### config.mk
export PLATFORM = sky130hd
export DESIGN_NAME = vssc_divider
export DESIGN_NICKNAME = d
export VERILOG_FILES = /design/src/rtl/core/vssc_pkg.sv /design/src/rtl/core/vssc_divider.sv
export SDC_FILE = /design/constraint.sdc
export NUM_CORES = 1
export LEC_CHECK = 0
export ABC_AREA = 1
export BUFFER_PORTS_ARGS = -buffer_cell sky130_fd_sc_hd__buf_2
export CAP_MARGIN = 20
export CORE_MARGIN = 4
export CORE_UTILIZATION = 35
export DETAILED_ROUTE_END_ITERATION = 6
export SYNTH_ARGS = -nofsm -noshare
export SYNTH_HDL_FRONTEND = slang
export SYNTH_SLANG_ARGS = --single-unit
### constraint.sdc
create_clock -name clk -period 1.9 [get_ports clk]
set_input_delay 0 -clock clk [delete_from_list [all_inputs] [get_ports clk]]
set_output_delay 0 -clock clk [all_outputs]
set_load 0.03 [all_outputs]
### src/rtl/core/vssc_pkg.sv
// Package with payload types, state codes and fixed widths for the voxel tracer.
`timescale 1ns / 1ps
`default_nettype none
package vssc_pkg;

  typedef struct packed {
    logic              func;
    logic [4:0]        cell_x;
    logic [4:0]        cell_y;
    logic [4:0]        cell_z;
    logic              solid_bit;
    logic signed [15:0] start_x;
    logic signed [15:0] start_y;
    logic signed [15:0] start_z;
    logic signed [15:0] end_x;
    logic signed [15:0] end_y;
    logic signed [15:0] end_z;
    logic [5:0]        step_limit;
  } in_item_t;

  typedef struct packed {
    logic signed [7:0] hit_x;
    logic signed [7:0] hit_y;
    logic signed [7:0] hit_z;
    logic              is_hit;
    logic              last;
  } out_item_t;

  typedef enum logic [2:0] {
    ST_IDLE,
    ST_DIV,
    ST_READ,
    ST_CHECK,
    ST_EMIT,
    ST_MARK
  } state_t;

  localparam logic FUNC_WRITE = 1'b0;
  localparam logic FUNC_TRACE = 1'b1;

  // Divider request from the sequencer to the shared divider.
  typedef struct packed {
    logic        start;
    logic [16:0] num;
    logic [16:0] den;
  } div_req_t;

endpackage
`default_nettype wire

### src/rtl/core/vssc_divider.sv
// Shared restoring divider computing floor(num * 2^T_FRAC_BITS / den), saturated.
`timescale 1ns / 1ps
`default_nettype none
module vssc_divider #(
  parameter int T_FRAC_BITS = 24
) (
  input  wire logic                     clk,
  input  wire logic                     rst,
  input  wire vssc_pkg::div_req_t       req,
  output logic                          busy,
  output logic [T_FRAC_BITS+7:0]        quot
);
  localparam int QW = T_FRAC_BITS + 17;
  localparam int TW = T_FRAC_BITS + 8;
  localparam int CW = $clog2(QW + 1);

  logic [QW-1:0] dividend;
  logic [QW-1:0] q;
  logic [17:0]   rem;
  logic [16:0]   den;
  logic [CW-1:0] count;
  logic [17:0]   trial;

  assign trial = {rem[16:0], dividend[QW-1]};

  always_ff @(posedge clk) begin
    if (rst) begin
      busy  <= 1'b0;
      count <= '0;
    end else if (req.start) begin
      busy  <= 1'b1;
      count <= CW'(QW);
    end else if (busy) begin
      count <= count - 1'b1;
      if (count == CW'(1)) busy <= 1'b0;
    end
  end

  always_ff @(posedge clk) begin
    if (req.start) begin
      dividend <= {req.num, {T_FRAC_BITS{1'b0}}};
      den      <= req.den;
      rem      <= '0;
      q        <= '0;
    end else if (busy) begin
      dividend <= {dividend[QW-2:0], 1'b0};
      if (trial >= {1'b0, den}) begin
        rem <= trial - {1'b0, den};
        q   <= {q[QW-2:0], 1'b1};
      end else begin
        rem <= trial;
        q   <= {q[QW-2:0], 1'b0};
      end
    end
  end

  assign quot = (|q[QW-1:TW]) ? {TW{1'b1}} : q[TW-1:0];
endmodule
`default_nettype wire

==> out/metrics.yaml, run 1 <==
synth_top_area_share_pct: 26.3
tns_ps: -0.0469
drive_gt1_share_pct: 27.5
h-tree-depth: 3
maxCapViolations: 0
viasPerCell: 4.66
wirelength_mm: 12.6
violations: "setup timing"
grt_pass1_wl_mm: 20.6
start_kind: "flip-flop"
synth_area_leaders: "dfxtp_1 (26%), edfxtp_1 (21%), nand2_1 (16%), inv_1 (9.3%), o22ai_1 (4.9%)"
power_w: 0.00487
globalplace.congestion: 0.837
root_buffer: "clkbuf_16"
drt_iter0_drc: 215
dieArea_mm2: 0.0161
synth-xor-area-share_pct: 1.42
initial_core_util_pct: 35.6
critPathKind: "reg -> reg"
timing.critical_path.buf_inv: 3
power.leakage_nw: 3.53
grt_overflow: 0
slew_viol_final: 0
dr.pass1.iters: 5
fmax_ghz: 0.526
final_core_util_pct: 50.1
min_period_over_period_pct: 100
yosys_warnings: 0
finalSetupViolCount: 1
path_cells: "inv_2, ha_4, inv_2, fa_2, nand3_2, nand3_4, nand3_2, nand3_2, nand2_1, nand2_1, nand3_2, nand3_2, nand2_1, inv_1"
p_per_area_mw_per_mm2: 700
grt_max_degree: 41
wl_per_cell_um: 12.7
drc: 0
antenna_left: 0
coreArea_mm2: 0.0139
worst_ep_required_time_ps: 2160
synth_edf_count: 34
synth_adder_area_share_pct: 5.21
holdWs_ps: 350
synth_top_area_cell: "dfxtp_1"
path_clk_slew_ps: 80
tightest_slew_ps: 532
synth_most_common_cell: "nand2_1"
synthSimpleGateAreaFrac_pct: 27.2
port_buffers: 69
fin_ws_ps: -0.0469
yosysUniqueCellTypes: 32
hold_viol: 0
worst_path_max_delay_cell: "fa_2"
ys_async_sr_fraction_pct: 0
nets: 864
crit_fanout: 4
synth_commonest_cells: "nand2_1 (217), inv_1 (122), dfxtp_1 (65), o22ai_1 (39), nand3_1 (38)"
synth_compound_area_share_pct: 7.66
antenna_found_initial: 0
critPathTopFamily: "simple AND/OR/NAND/NOR gates"
netlist_instances: 663
worst_clock_skew_ps: 10.0
seq_area_frac_synth_pct: 46.9
grt_pass1_vias: 4485
vias: 4626
grt_usage_pct: 15.6
syn-num-nets: 720
fp-row-count: 43
fillers: 1364
synthFlopType: "dfxtp_1"
period_needed_ps: 1900
die_x_um: 127
rsz0062_at_grt: "yes"
status: "complete, but fails checks"
arrival_ps: 2160
cts_tree: "done"
end_kind: "flip-flop"
path_common_cell: "nand3_2"
synthToLayoutAreaGrowth_pct: 40.6
cts_buffer_depth: 2
maxSlewHeadroom_pct: 64.5
muxShareOfSynthArea_pct: 0
cts_sinks: 99
numCtsBuffers: 9
register_area_mm2: 0.00232
critPathMaxStageDelay_ps: 410
die_h_um: 127
synth_top_family_by_area: "simple AND/OR/NAND/NOR gates"
multi_input_area_mm2: 0.00248
hold_class: "in -> reg"
place_hpwl_mm: 8.41
ys_seq_elements: 99
avgSynthCellArea_um2: 7.46
num_io_pins: 70
ir_drop_v: 0.000500
syn-cell-area_mm2: 0.00495
clk_latency_ps: 360
antenna_cells: 0
-- stage by stage --
stage	cells	instance area, um2	setup WS (ps)
2_1_floorplan	663	4950	19.5
3_3_place_gp	932	5780	-94.0
3_5_place_dp	932	5780	-128
4_1_cts	990	6600	0.461
5_1_grt	992	6960	-111
6_report	992	6960	-0.0469
-- worst reg2reg max path: stages, from the launching register on --
cell and delay (ps):
edfxtp_1 380, inv_2 80, ha_4 120, inv_2 40, fa_2 410, nand3_2 130, nand3_4 110, nand3_2 110
nand3_2 60, nand2_1 70, nand2_1 60, nand3_2 70, nand3_2 60, nand2_1 60, inv_1 40
-- final cells by class --
type,count,area share (%)
clock inverter,7,1.28
inverter,123,6.67
multi-input combinational,416,35.6
timing repair buffer,158,16.5
clock buffer,9,3.24
tap,180,3.24
sequential,99,33.4
-- placed cells by master, fill, tap and decap left out, types with 3 or more instances in the layout --
cell | synthesis | routed
nand3_2 | 0 | 10
nor2_4 | 0 | 5
o21ai_0 | 9 | 5
ha_4 | 0 | 11
nand2_4 | 0 | 5
buf_4 | 1 | 45
nor2_2 | 2 | 7
inv_1 | 122 | 111
nand4_1 | 19 | 19
edfxtp_1 | 34 | 34
ha_1 | 19 | 8
buf_6 | 1 | 6
a21oi_1 | 10 | 7
nand2_2 | 4 | 19
buf_2 | 4 | 69
a21oi_2 | 0 | 3
dfxtp_1 | 65 | 64
nand3_1 | 38 | 25
nand2_1 | 217 | 195
nor2_1 | 36 | 26
dlygate4sd3_1 | 0 | 36
xor2_1 | 6 | 5
o22ai_1 | 39 | 39
clkinv_8 | 0 | 3
inv_2 | 1 | 11
o21ai_1 | 1 | 4
clkbuf_16 | 0 | 9
nand3_4 | 0 | 3
-- metal layers --
metal	global-route usage (%)	up-vias	routed length [um]
met5	0	-	0
li1	-	2396	-
met3	3.71	17	625
met4	4.67	0	165
met2	25.6	102	5910
met1	20.5	2111	5880
-- repair_timing --
| item | CTS | global route |
|---|---|---|
| hold buffers | 36 | 0 |
| hold endpoints to repair | 40 | 0 |
| setup buffers | 5 | 2 |
| setup endpoints to repair | 18 | 18 |
| resized for setup | 24 | 82 |
| cloned | 1 | 0 |
| pin swaps | 9 | 34 |
-- worst paths after layout --
kind,startpoint,end,slack [ps],cells after the start
worst max-delay path,dividend[40],rem[12],-0.05,14
worst min-delay path,req[14],den[14],350,2
worst max register to register,dividend[40],rem[12],-0.05,14
worst min register to register,rem[15],rem[15],480,2
-- power by group --
part | leakage [nW] | internal (W) | switching, W
Combinational | 2.51 | 0.000306 | 0.000367
Clock | 0.153 | 0.000951 | 0.000936
Sequential | 0.866 | 0.00228 | 0.0000315
-- flip-flops by register name, summed over array words and instances, names as in the netlist --
register,flops
q,41
den,17
dividend,17
rem,17
count,6
busy,1
-- cell families after synthesis --
logic type | count (synthesis)
AO/OA/AOI/OAI | 64
XOR/XNOR | 8
adder cells (fa/ha/maj) | 20
buffers and inverters | 148
flip-flops | 99
AND/OR/NAND/NOR | 324
Power figures use the tool's default switching activity.
==> run 2, diff against run 1 <==
- CAP_MARGIN: 20 -> default
- CORE_MARGIN: 4 -> default
==> run 2 against run 1 <==
Effect of this change:
- the flow now finishes without violations
- critical path type unchanged
- sequential share of layout area down 0.16 points
- largest cell class unchanged
- power about the same
- worst setup slack better by 11 ps
==> out/metrics.yaml, run 2 (synthesized netlist as in run 1, its figures left out) <==
top_layer_used: "met4"  # unchanged
grt_max_degree: 30  # was 41
cts_sinks: 99  # unchanged
globalplace.congestion: 0.817  # was 0.837
clk_latency_ps: 350  # was 360 ps
port_buffers: 69  # unchanged
top_register: "q"  # unchanged
initial_core_util_pct: 35.8  # was 35.6%
root_buffer: "clkbuf_16"  # unchanged
wl_met2_mm: 5.59  # was 5.91 mm
drive_gt1_share_pct: 29.0  # was 27.5%
final_cell_mix: "nand2_1 (188), inv_1 (107), buf_2 (69)"  # was nand2_1 (195), inv_1 (111), buf_2 (69)
arrival_ps: 2180  # was 2160 ps
path_clk_slew_ps: 80  # about the same
dr.pass1.iters: 5  # unchanged
maxSlewHeadroom_pct: 60.5  # was 64.5%
status: "finished clean"  # was complete, but fails checks
grt_usage_pct: 17.5  # was 15.6%
finalSetupViolCount: 0  # was 1
viasPerCell: 4.64  # was 4.66
tns_ps: 0  # was -0.0469 ps
vias: 4612  # was 4626
final_core_util_pct: 50.6  # was 50.1%
worst_clock_skew_ps: 10.5  # was 10.0 ps
rsz0062_at_grt: "yes"  # unchanged
maxCapViolations: 0  # unchanged
drt_iter0_drc: 182  # was 215
nets: 865  # was 864
min_period_over_period_pct: 99.4  # was 100%
largest_reg_flops: 41  # unchanged
antenna_cells: 0  # unchanged
num_io_pins: 70  # unchanged
numCtsBuffers: 9  # unchanged
m1WireLength_mm: 6.02  # was 5.88 mm
power.leakage_nw: 3.50  # was 3.53 nW
coreArea_mm2: 0.0138  # was 0.0139 mm2
r2r_cells: 13  # was 14
place_hpwl_mm: 8.34  # was 8.41 mm
antenna_left: 0  # unchanged
crit_fanout: 7  # was 4
fin_area_mm2: 0.00699  # was 0.00696 mm2
p_per_area_mw_per_mm2: 697  # was 700 mW/mm2
hold_start: "req[34]"  # was req[14]
end_kind: "flip-flop"  # unchanged
period_needed_ps: 1890  # was 1900 ps
wirelength_mm: 12.4  # was 12.6 mm
slew_viol_final: 0  # unchanged
synthToLayoutAreaGrowth_pct: 41.3  # was 40.6%
drc: 0  # unchanged
start_kind: "flip-flop"  # unchanged
worst_ep_required_time_ps: 2190  # was 2160 ps
finalNonFillerCells: 993  # was 992
grt_overflow: 0  # unchanged
die_x_um: 121  # was 127 um
hold_class: "in -> reg"  # unchanged
placed_area_mm2: 0.00579  # was 0.00578 mm2
dieArea_mm2: 0.0146  # was 0.0161 mm2
hold_viol: 0  # unchanged
grt_pass1_vias: 4292  # was 4485
grt_pass1_wl_mm: 20.3  # was 20.6 mm
hold_end: "den[5]"  # was den[14]
cts_buffer_depth: 2  # unchanged
reg2reg_to: "rem[16]"  # was rem[12]
fp-row-count: 43  # unchanged
antenna_found_initial: 0  # unchanged
r2r-start: "den[16]"  # was dividend[40]
fillers: 1314  # was 1364
placedCellCount: 934  # was 932
die_h_um: 121  # was 127 um
wl_per_cell_um: 12.5  # was 12.7 um
ir_drop_v: 0.000580  # was 0.000500 V
layout_commonest_cell: "nand2_1"  # unchanged
tightest_slew_ps: 592  # was 532 ps
critPathKind: "reg -> reg"  # unchanged
r2r_slack_ps: 10  # was -0.05 ps
met3_length_um: 602  # was 625 um
hold_depth: 1  # was 2
h-tree-depth: 3  # unchanged
cts_tree: "done"  # unchanged
fmax_ghz: 0.529  # was 0.526 GHz
-- run 2: timing repair --
item	CTS	global route
gates resized for setup	17	94
hold buffers	35	0
hold endpoints to repair	38	0
setup buffers	5	3
pin swaps	8	33
gates cloned	0	0
endpoints found under the setup margin	18	18
-- run 2: worst max-delay path by stage --
| stage | startpoint | endpoint | slack [ps] | cells after the start |
|---|---|---|---|---|
| detailed placement | dividend[40] | rem[13] | -140 | 13 |
| global route | den[16] | rem[13] | -100 | 12 |
| finish | den[16] | rem[16] | 10 | 13 |
| floorplan | dividend[40] | rem[15] | 20 | 11 |
| CTS | dividend[40] | rem[14] | 0.7 | 13 |
| global placement | dividend[40] | rem[16] | -100 | 14 |
-- run 2: routing by layer --
| metal | global-route usage [%] | up-vias |
|---|---|---|
| met5 | 0 | - |
| met4 | 4.32 | 0 |
| met2 | 28.0 | 103 |
| met1 | 23.9 | 2096 |
| li1 | - | 2401 |
| met3 | 3.95 | 12 |
-- run 2: final cells by class --
class / instances / area (um2) / share of cell area [%]
flip-flops and latches: 99 / 2320 / 33.2
clock inverters: 7 / 91.3 / 1.31
inverters: 123 / 462 / 6.60
clock buffers: 9 / 225 / 3.22
well taps: 180 / 225 / 3.22
multi-input cells: 416 / 2510 / 35.9
repair buffers: 159 / 1160 / 16.5
-- run 2: critical path: stages (launching register included) --
cell and delay (ps):
edfxtp_1 320, inv_1 60, ha_4 270, inv_2 50, nor2_4 120, nand4_1 160, nor3_4 260, nor2_4 80
nand2_4 90, buf_6 140, nand2_4 60, nor2_1 110, nor2_1 50, nor2_1 60
-- run 2: power by group --
group	switching, W	internal, W
Combinational	0.000367	0.000295
Clock	0.000947	0.000953
Sequential	0.0000325	0.00228
-- run 2: through the flow --
step | worst slack [ps] | power [W] | hold slack, ps
after global placement | -103 | 0.00287 | 177
final | 11.2 | 0.00487 | 88.8
after global routing | -104 | 0.00510 | 109
after CTS | 0.663 | 0.00484 | 94.1
after floorplan | 19.5 | 0.00265 | 69.4
after detailed placement | -138 | 0.00287 | 178
